<file path="src/tccc_pkg.sv">
// ----------------------------------------------------------------------------
// tccc_pkg
// types and constants shared by the text console cursor controller
// ----------------------------------------------------------------------------
`default_nettype none

package tccc_pkg;

  // field widths
  localparam int CELL_W    = 8;
  localparam int PIXEL_X_W = 12;
  localparam int PIXEL_Y_W = 13;
  localparam int COLOR_W   = 32;
  localparam int CFG_IDX_W = 3;

  // operations on the input channel
  localparam logic OP_PUT_CHAR     = 1'b0;
  localparam logic OP_CLEAR_SCREEN = 1'b1;

  // register indexes on the configuration port
  localparam logic [CFG_IDX_W-1:0] REG_ENABLED    = 3'd0;
  localparam logic [CFG_IDX_W-1:0] REG_TEXT_COLS  = 3'd1;
  localparam logic [CFG_IDX_W-1:0] REG_TEXT_ROWS  = 3'd2;
  localparam logic [CFG_IDX_W-1:0] REG_FOREGROUND = 3'd3;
  localparam logic [CFG_IDX_W-1:0] REG_BACKGROUND = 3'd4;

  // register reset values
  localparam logic [CELL_W-1:0]  TEXT_COLS_RESET  = 8'd1;
  localparam logic [CELL_W-1:0]  TEXT_ROWS_RESET  = 8'd1;
  localparam logic [COLOR_W-1:0] FOREGROUND_RESET = 32'h00FF_FFFF;
  localparam logic [COLOR_W-1:0] BACKGROUND_RESET = 32'h0015_1530;

  // control characters and the printable range
  localparam logic [7:0] CHAR_BS        = 8'd8;
  localparam logic [7:0] CHAR_TAB       = 8'd9;
  localparam logic [7:0] CHAR_LF        = 8'd10;
  localparam logic [7:0] CHAR_CR        = 8'd13;
  localparam logic [7:0] CHAR_PRINT_LO  = 8'd32;
  localparam logic [7:0] CHAR_PRINT_HI  = 8'd126;
  localparam logic [8:0] TAB_STOP       = 9'd4;
  localparam logic [8:0] TAB_MASK       = ~9'd3;

  typedef enum logic [1:0] {
    CMD_DRAW_GLYPH   = 2'd0,
    CMD_CLEAR_CELL   = 2'd1,
    CMD_SCROLL_UP    = 2'd2,
    CMD_CLEAR_SCREEN = 2'd3
  } cmd_t;

  typedef struct packed {
    logic                enabled;
    logic [CELL_W-1:0]   text_cols;
    logic [CELL_W-1:0]   text_rows;
    logic [COLOR_W-1:0]  foreground;
    logic [COLOR_W-1:0]  background;
  } cfg_t;

  // one classified character: an optional cell command and an optional scroll
  typedef struct packed {
    logic               cell_valid;
    cmd_t               cell_cmd;
    logic [CELL_W-1:0]  cell_col;
    logic [CELL_W-1:0]  cell_row;
    logic [7:0]         glyph;
    logic               scroll_valid;
    logic [CELL_W-1:0]  bottom;
  } entry_t;

endpackage

`default_nettype wire

</file>
<file path="src/tccc_front.sv">
// ----------------------------------------------------------------------------
// tccc_front
// accepts characters, keeps the cursor and classifies each into queue entries
// ----------------------------------------------------------------------------
`default_nettype none

module tccc_front
  import tccc_pkg::*;
(
  input  wire logic              clk,
  input  wire logic              rst,
  input  wire cfg_t              cfg,
  input  wire logic              accept,
  input  wire logic              operation,
  input  wire logic [7:0]        char_code,
  output logic                   push,
  output entry_t                 push_entry
);

  logic [CELL_W-1:0] cursor_col;
  logic [CELL_W-1:0] cursor_row;
  logic [CELL_W:0]   col_next;
  logic [CELL_W:0]   row_next;
  logic [CELL_W:0]   cols;
  logic [CELL_W:0]   rows;
  entry_t            ent;

  always_comb begin
    cols = (cfg.text_cols == '0) ? 9'd1 : {1'b0, cfg.text_cols};
    rows = (cfg.text_rows == '0) ? 9'd1 : {1'b0, cfg.text_rows};
    col_next = {1'b0, cursor_col};
    row_next = {1'b0, cursor_row};
    ent = '0;
    ent.cell_cmd = CMD_DRAW_GLYPH;
    ent.cell_col = cursor_col;
    ent.cell_row = cursor_row;
    if (operation == OP_CLEAR_SCREEN) begin
      col_next = '0;
      row_next = '0;
      ent.cell_valid = 1'b1;
      ent.cell_cmd = CMD_CLEAR_SCREEN;
      ent.cell_col = '0;
      ent.cell_row = '0;
    end else begin
      case (char_code)
        CHAR_LF: begin
          col_next = '0;
          row_next = row_next + 9'd1;
        end
        CHAR_CR: begin
          col_next = '0;
        end
        CHAR_TAB: begin
          col_next = (col_next + TAB_STOP) & TAB_MASK;
        end
        CHAR_BS: begin
          if (cursor_col != '0) begin
            col_next = col_next - 9'd1;
            ent.cell_valid = 1'b1;
            ent.cell_cmd = CMD_CLEAR_CELL;
            ent.cell_col = col_next[CELL_W-1:0];
          end
        end
        default: begin
          if (char_code >= CHAR_PRINT_LO && char_code <= CHAR_PRINT_HI) begin
            ent.cell_valid = 1'b1;
            ent.glyph = char_code;
            col_next = col_next + 9'd1;
          end
        end
      endcase
      // wrap at the right edge
      if (col_next >= cols) begin
        col_next = '0;
        row_next = row_next + 9'd1;
      end
      // single scroll at the bottom
      if (row_next >= rows) begin
        ent.scroll_valid = 1'b1;
        row_next = rows - 9'd1;
        ent.bottom = row_next[CELL_W-1:0];
      end
    end
  end

  assign push       = accept && cfg.enabled && (ent.cell_valid || ent.scroll_valid);
  assign push_entry = ent;

  always_ff @(posedge clk) begin
    if (rst) begin
      cursor_col <= '0;
      cursor_row <= '0;
    end else if (accept && cfg.enabled) begin
      cursor_col <= col_next[CELL_W-1:0];
      cursor_row <= row_next[CELL_W-1:0];
    end
  end

endmodule

`default_nettype wire

</file>
<file path="src/tccc_queue.sv">
// ----------------------------------------------------------------------------
// tccc_queue
// short first-in first-out queue of classified entries
// ----------------------------------------------------------------------------
`default_nettype none

module tccc_queue
  import tccc_pkg::*;
#(
  parameter int DEPTH = 4
) (
  input  wire logic   clk,
  input  wire logic   rst,
  input  wire logic   push,
  input  wire entry_t push_entry,
  input  wire logic   pop,
  output entry_t      head,
  output logic        head_valid,
  output logic        full
);

  localparam int PTR_W = (DEPTH > 1) ? $clog2(DEPTH) : 1;
  localparam int CNT_W = $clog2(DEPTH + 1);
  localparam logic [PTR_W-1:0] LAST_PTR  = PTR_W'(DEPTH - 1);
  localparam logic [CNT_W-1:0] DEPTH_CNT = CNT_W'(DEPTH);

  entry_t            entries [DEPTH];
  logic [PTR_W-1:0]  wr_ptr;
  logic [PTR_W-1:0]  rd_ptr;
  logic [CNT_W-1:0]  count;
  logic              do_push;
  logic              do_pop;

  assign head_valid = (count != '0);
  assign full       = (count == DEPTH_CNT);
  assign head       = entries[rd_ptr];
  assign do_push    = push && !full;
  assign do_pop     = pop && head_valid;

  always_ff @(posedge clk) begin
    if (do_push) begin
      entries[wr_ptr] <= push_entry;
    end
  end

  always_ff @(posedge clk) begin
    if (rst) begin
      wr_ptr <= '0;
      rd_ptr <= '0;
      count  <= '0;
    end else begin
      if (do_push) begin
        wr_ptr <= (wr_ptr == LAST_PTR) ? '0 : wr_ptr + PTR_W'(1);
      end
      if (do_pop) begin
        rd_ptr <= (rd_ptr == LAST_PTR) ? '0 : rd_ptr + PTR_W'(1);
      end
      case ({do_push, do_pop})
        2'b10:   count <= count + CNT_W'(1);
        2'b01:   count <= count - CNT_W'(1);
        default: count <= count;
      endcase
    end
  end

endmodule

`default_nettype wire

</file>
<file path="src/tccc_back.sv">
// ----------------------------------------------------------------------------
// tccc_back
// expands queue entries into drawing commands with pixel origins
// ----------------------------------------------------------------------------
`default_nettype none

module tccc_back
  import tccc_pkg::*;
#(
  parameter int GLYPH_WIDTH  = 9,
  parameter int GLYPH_HEIGHT = 18,
  parameter int MARGIN       = 16
) (
  input  wire logic                  clk,
  input  wire logic                  rst,
  input  wire cfg_t                  cfg,
  input  wire entry_t                head,
  input  wire logic                  head_valid,
  output logic                       pop,
  output logic                       out_valid,
  input  wire logic                  out_stall,
  output logic [1:0]                 command,
  output logic [CELL_W-1:0]          cell_col,
  output logic [CELL_W-1:0]          cell_row,
  output logic [PIXEL_X_W-1:0]       pixel_x,
  output logic [PIXEL_Y_W-1:0]       pixel_y,
  output logic [7:0]                 glyph_code,
  output logic [COLOR_W-1:0]         fore_color,
  output logic [COLOR_W-1:0]         back_color,
  output logic                       last
);

  logic               phase;
  logic               load;
  logic               use_cell;
  cmd_t               sel_cmd;
  logic [CELL_W-1:0]  sel_col;
  logic [CELL_W-1:0]  sel_row;
  logic [7:0]         sel_glyph;
  logic               sel_last;
  logic [31:0]        px_full;
  logic [31:0]        py_full;

  assign load     = head_valid && (!out_valid || !out_stall);
  assign use_cell = head.cell_valid && !phase;
  // a cell command followed by a scroll keeps the entry until its scroll is loaded
  assign pop      = load && !(use_cell && head.scroll_valid);

  always_comb begin
    if (use_cell) begin
      sel_cmd   = head.cell_cmd;
      sel_col   = head.cell_col;
      sel_row   = head.cell_row;
      sel_glyph = head.glyph;
      sel_last  = !head.scroll_valid;
    end else begin
      sel_cmd   = CMD_SCROLL_UP;
      sel_col   = '0;
      sel_row   = head.bottom;
      sel_glyph = '0;
      sel_last  = 1'b1;
    end
    px_full = 32'(MARGIN) + 32'(sel_col) * 32'(GLYPH_WIDTH);
    py_full = 32'(MARGIN) + 32'(sel_row) * 32'(GLYPH_HEIGHT);
  end

  always_ff @(posedge clk) begin
    if (rst) begin
      phase     <= 1'b0;
      out_valid <= 1'b0;
    end else begin
      if (load) begin
        phase <= !pop;
      end
      if (!out_valid || !out_stall) begin
        out_valid <= head_valid;
      end
    end
  end

  always_ff @(posedge clk) begin
    if (load) begin
      command    <= sel_cmd;
      cell_col   <= sel_col;
      cell_row   <= sel_row;
      glyph_code <= sel_glyph;
      last       <= sel_last;
      fore_color <= cfg.foreground;
      back_color <= cfg.background;
      if (sel_cmd == CMD_CLEAR_SCREEN) begin
        pixel_x <= '0;
        pixel_y <= '0;
      end else begin
        pixel_x <= px_full[PIXEL_X_W-1:0];
        pixel_y <= py_full[PIXEL_Y_W-1:0];
      end
    end
  end

endmodule

`default_nettype wire

</file>
<file path="src/text_console_cursor_control.sv">
// ----------------------------------------------------------------------------
// text_console_cursor_control
// text cursor keeper that turns characters into cell drawing commands
// ----------------------------------------------------------------------------
// Each accepted transaction is a character or a clear-screen request. The
// front stage classifies it in the cycle it is accepted, updates the cursor
// and queues at most one entry; a character can be taken every cycle while
// the queue has room. The back stage turns each entry into one or two
// commands, one per cycle through a single output register while out_stall
// is low, so a character that draws or clears a cell and also scrolls
// gives two commands and any other character one (or none, for ignored
// codes and cursor moves that give no command). While enabled is low every
// transaction is accepted and dropped. Configuration registers are written
// through cfg_write / cfg_index / cfg_data with no read-back and should
// only change while no commands are pending.
// ----------------------------------------------------------------------------
`default_nettype none

module text_console_cursor_control
  import tccc_pkg::*;
#(
  parameter int GLYPH_WIDTH  = 9,
  parameter int GLYPH_HEIGHT = 18,
  parameter int MARGIN       = 16,
  parameter int QUEUE_DEPTH  = 4
) (
  input  wire logic                  clk,
  input  wire logic                  rst,
  // configuration write port
  input  wire logic                  cfg_write,
  input  wire logic [CFG_IDX_W-1:0]  cfg_index,
  input  wire logic [COLOR_W-1:0]    cfg_data,
  // character input
  input  wire logic                  in_valid,
  output logic                       in_stall,
  input  wire logic                  operation,
  input  wire logic [7:0]            char_code,
  // command output
  output logic                       out_valid,
  input  wire logic                  out_stall,
  output logic [1:0]                 command,
  output logic [CELL_W-1:0]          cell_col,
  output logic [CELL_W-1:0]          cell_row,
  output logic [PIXEL_X_W-1:0]       pixel_x,
  output logic [PIXEL_Y_W-1:0]       pixel_y,
  output logic [7:0]                 glyph_code,
  output logic [COLOR_W-1:0]         fore_color,
  output logic [COLOR_W-1:0]         back_color,
  output logic                       last
);

  cfg_t    cfg;
  logic    in_accept;
  logic    push;
  entry_t  push_entry;
  logic    pop;
  entry_t  head;
  logic    head_valid;
  logic    full;

  // configuration registers
  always_ff @(posedge clk) begin
    if (rst) begin
      cfg.enabled    <= 1'b0;
      cfg.text_cols  <= TEXT_COLS_RESET;
      cfg.text_rows  <= TEXT_ROWS_RESET;
      cfg.foreground <= FOREGROUND_RESET;
      cfg.background <= BACKGROUND_RESET;
    end else if (cfg_write) begin
      case (cfg_index)
        REG_ENABLED:    cfg.enabled    <= cfg_data[0];
        REG_TEXT_COLS:  cfg.text_cols  <= cfg_data[CELL_W-1:0];
        REG_TEXT_ROWS:  cfg.text_rows  <= cfg_data[CELL_W-1:0];
        REG_FOREGROUND: cfg.foreground <= cfg_data;
        REG_BACKGROUND: cfg.background <= cfg_data;
        default:        cfg <= cfg;
      endcase
    end
  end

  // input stalls only when the queue has no room
  assign in_stall  = full;
  assign in_accept = in_valid && !in_stall;

  tccc_front u_front (
    .clk        (clk),
    .rst        (rst),
    .cfg        (cfg),
    .accept     (in_accept),
    .operation  (operation),
    .char_code  (char_code),
    .push       (push),
    .push_entry (push_entry)
  );

  tccc_queue #(
    .DEPTH (QUEUE_DEPTH)
  ) u_queue (
    .clk        (clk),
    .rst        (rst),
    .push       (push),
    .push_entry (push_entry),
    .pop        (pop),
    .head       (head),
    .head_valid (head_valid),
    .full       (full)
  );

  tccc_back #(
    .GLYPH_WIDTH  (GLYPH_WIDTH),
    .GLYPH_HEIGHT (GLYPH_HEIGHT),
    .MARGIN       (MARGIN)
  ) u_back (
    .clk        (clk),
    .rst        (rst),
    .cfg        (cfg),
    .head       (head),
    .head_valid (head_valid),
    .pop        (pop),
    .out_valid  (out_valid),
    .out_stall  (out_stall),
    .command    (command),
    .cell_col   (cell_col),
    .cell_row   (cell_row),
    .pixel_x    (pixel_x),
    .pixel_y    (pixel_y),
    .glyph_code (glyph_code),
    .fore_color (fore_color),
    .back_color (back_color),
    .last       (last)
  );

  // a scroll or a clear screen always ends its transaction
  a_scroll_last : assert property (@(posedge clk) disable iff (rst)
    out_valid && (command == CMD_SCROLL_UP || command == CMD_CLEAR_SCREEN) |-> last)
    else $error("scroll or clear screen not marked last");

  // clear screen starts at the framebuffer origin
  a_clear_origin : assert property (@(posedge clk) disable iff (rst)
    out_valid && command == CMD_CLEAR_SCREEN |-> pixel_x == '0 && pixel_y == '0)
    else $error("clear screen with non-zero origin");

  // only printable codes are drawn
  a_glyph_printable : assert property (@(posedge clk) disable iff (rst)
    out_valid && command == CMD_DRAW_GLYPH
      |-> glyph_code >= CHAR_PRINT_LO && glyph_code <= CHAR_PRINT_HI)
    else $error("glyph command carries an unprintable code");

  // a non-final command is always followed by the scroll of the same character
  a_pair_order : assert property (@(posedge clk) disable iff (rst)
    out_valid && !out_stall && !last |=> out_valid && command == CMD_SCROLL_UP)
    else $error("first command of a pair not followed by its scroll");

endmodule

`default_nettype wire

</file>
<file path="config.mk">
export PLATFORM = sky130hd
export DESIGN_NAME = text_console_cursor_control
export DESIGN_NICKNAME = d
export VERILOG_FILES = /design/src/tccc_pkg.sv /design/src/tccc_front.sv /design/src/tccc_queue.sv /design/src/tccc_back.sv /design/src/text_console_cursor_control.sv
export SDC_FILE = /design/constraint.sdc
export NUM_CORES = 1
export LEC_CHECK = 0
export ABC_AREA = 1
export BUFFER_PORTS_ARGS = -buffer_cell sky130_fd_sc_hd__buf_2
export CAP_MARGIN = 20
export CORE_MARGIN = 10
export CORE_UTILIZATION = 44
export CTS_CLUSTER_SIZE = 28
export DETAILED_ROUTE_END_ITERATION = 10
export REMOVE_ABC_BUFFERS = 1
export SLEW_MARGIN = 30
export SYNTH_ARGS = -nofsm -noshare
export SYNTH_HDL_FRONTEND = slang
export SYNTH_SLANG_ARGS = --single-unit
</file>
<file path="constraint.sdc">
create_clock -name clk -period 25.2 [get_ports clk]
set_input_delay 7.56 -clock clk [delete_from_list [all_inputs] [get_ports clk]]
set_output_delay 7.56 -clock clk [all_outputs]
set_load 0.05 [all_outputs]
</file>
==> results.md <==
* Status: complete, no violations
* Detail Route Antenna Nets at 0
* Clock share of power at 25.9%
* Vias per cell at 5.06
* R2r startpoint: u_front.cursor_col[2]
* Max_cap viols at 0
* Most common flop cell mapped by yosys: edfxtp_1
* Core Footprint at roughly 36000 µm²
* Slowest-stage cell, CP: nand4_1
* DIE AREA at approximately 44000 µm²
* 1st-iter DRT viols at slightly above 700
* Syn Inst Count at 1577
* Cell mode on critical path: nand2_1
* Setup tns final at 0 ps
* Most frequent cells in the layout: nor2_1, edfxtp_1, nand2_1
* Die width at 210 µm
* CP arrival at 13060 ps
* Pwr Density at 119 nW/µm²
* Max Root-Sink Buffers at 3
* Yosys cell types at 49
* Power share of the sequential group at 37.3%
* HPWL Detailed at between 20 and 30 mm
* Root Driver: clkbuf_16
* CP Launch Type: input pin
* Clk_lat worst skew at 560 ps
* RSZ-0062 raised after global routing: no
* Vias in the first global route at between 10000 and 15000
* Layout Area Growth over Synthesis at 16.3%
* Post_cts resized at 0
* CP required at around 26000 ps
* Worst path max stage delay at roughly 450 ps
* Synth Cell Area at 15900 µm²
* Via count at roughly 11000
* Leakage dissipation at 0.00757 µW
* Worst slack, placed at between 10000 and 15000 ps
* Slew @ Worst Pin at between 900 and 1000 ps
* Tcrit/Tclk final at around half
* Crit path max fanout at 13
* Final Max Tran Viols at 0
* Residual DRC at 0
* Logic pwr share at a little under two fifths
* CTS tree: built
* Total placed cells including tap cells at 2161
* First-pass GRT wire length at 62.1 mm
* Fin util at about half
* Number of flops mapped to enable cells by yosys at approximately 260
* Layout cells sized above 1 at 16.6%
* Flop and latch count out of synthesis at roughly 370
* Fmax at approximately 80 MHz
* Reg clk slew, reported paths at 60 ps
* Reg-to-reg endpoint: u_queue.count[2]
* Largest net degree at the start of global routing at 92
* Net Sw Frac at 40.2%
* Worst Hold Path EP: u_back.back_color[27]
* Initial antenna violation count at 3
* Grt ovf at 0
* Yosys Warn Count at 0
* GP Congestion at between 0.8 and 0.9
* Nets at 1846
* Drt wl/cell at 17.4 µm
* HP Class: reg -> reg
* Drt total wl at 39.0 mm
* Die height at 210 µm
* Hold_buf cts at 0
* Gr usage total at 17.6%
* Port buffer count at approximately 170
* Design Power at 2200 µW
* Hold depth at 0
* Filler Cell Count at 3236
* Worst setup path class: in -> reg
* CTS H-tree depth at 2
* Min Tclk post-route at about 13000 ps
* R2R depth at 41
* CP endpoint kind: flop
* Clk_skew at about 10 ps
* Number of core rows at slightly below 70
* Internal power at 1320 µW
* Setup-failing EPs final at 0
* Min-delay src: cfg[27]
* Fin. Hold Viols at 0
* CTS Sinks at 367
* Sequential-to-total area share from yosys stat at 62.4%
* FF-to-FF setup slack at ~19000 ps
* TritonCTS Buffers at 40
* Post-synth ARST share at 0%
* Relative slew slack at between 30% and 40%
* Psw at 884 µW
* Pre-antenna DRT Iters at 5
* Max VDD drop at 0.0000725 V
* Layout Cells excl Fill at 2235
* Starting density of the core at between 40% and 50%
* Synthesized area per cell at 10.1 µm²
* Most common cell after layout, fill and taps aside: nor2_1
* Final worst slack at roughly 13000 ps
* IO Pins at 167
* Post-CTS Setup Inserts at 0
==> sequential cells by signal, summed over array words and instances, names as in the netlist, named ones only <==
name,count
u_back.cell_row,8
u_queue.rd_ptr,2
u_queue.entries,144
cfg,81
u_queue.count,3
u_back.glyph_code,8
u_back.cell_col,8
u_back.out_valid,1
u_queue.wr_ptr,2
u_front.cursor_col,8
u_back.fore_color,32
u_back.phase,1
u_back.command,2
u_front.cursor_row,8
u_back.back_color,32
u_back.last,1
u_back.pixel_y,12
u_back.pixel_x,12
==> synth_stat cells (all sizes together), types with 14 or more instances <==
master | number | share of area, %
clkbuf | 34 | 0.80
a21oi | 77 | 2.4
o21ai | 142 | 4.5
ha | 51 | 4.0
edfxtp | 259 | 49
nor2 | 279 | 7.0
dfxtp | 108 | 14
nand3 | 79 | 2.5
buf | 28 | 0.97
nand2 | 269 | 6.8
nor3 | 15 | 0.47
xor2 | 14 | 0.77
inv | 150 | 3.6
==> logic make-up after synthesis <==
logic type / share of synthesized area, %
other: 0.0236
buffers and inverters: 5.39
AO/OA/AOI/OAI: 8.85
AND/OR/NAND/NOR: 17.6
adder cells (fa/ha/maj): 4.51
flip-flops: 62.4
multiplexers: 0.0629
XOR/XNOR: 1.09
==> worst max-delay path, delay by kind of cell <==
kind | cells | cell delay [ps]
simple gates | 23 | 2550
fa+ha+maj | 4 | 1130
compound gates | 7 | 1090
buf+inv | 8 | 690
==> per-layer routing <==
| metal | share of wire (%) | wire length [µm] | global-route usage (%) | vias up |
|---|---|---|---|---|
| met5 | 0.056 | 22 | 0 | - |
| met4 | 2.2 | 852 | 5.27 | 4 |
| met3 | 8.0 | 3120 | 5.96 | 57 |
| met2 | 46 | 17900 | 28.2 | 290 |
| met1 | 44 | 17100 | 22.1 | 5318 |
| li1 | - | - | - | 5650 |
==> how the worst max path moves through the flow <==
stage | startpoint | end | slack [ps]
3_3_place_gp | char_code[7] | u_queue.count[2] | 12280
5_1_grt | char_code[5] | u_queue.count[2] | 11940
3_5_place_dp | char_code[7] | u_queue.count[2] | 12050
2_1_floorplan | out_stall | u_queue.count[2] | 9920
4_1_cts | char_code[7] | u_queue.count[2] | 12620
6_report | char_code[7] | u_queue.count[2] | 12580
==> area by class of cell <==
class                   instances  area, µm²  share of cell area (%)
flip-flops and latches        367       9940                    53.7
multi-input cells            1000       5190                    28.1
clock buffers                  53       1100                    5.95
repair buffers                181        946                    5.11
well taps                     461        577                    3.12
inverters                     152        576                    3.11
clock inverters                19        173                   0.933
diodes                          2       5.00                  0.0270
==> per-stage QoR <==
step                      hold slack, ps  cell area, µm²
final                                422           18500
after global routing                 430           18500
after CTS                            423           18500
after detailed placement             410           17200
after global placement               408           17200
after floorplan                      403           15700
==> power groups by stage <==
stage	registers, µW	clock network [µW]	logic (µW)
6_report	820	571	810
4_1_cts	822	585	822
2_1_floorplan	1150	0	322
3_5_place_dp	833	0	818
5_1_grt	830	608	894
3_3_place_gp	831	0	808
No activity file was read; power rests on OpenSTA's default activity.
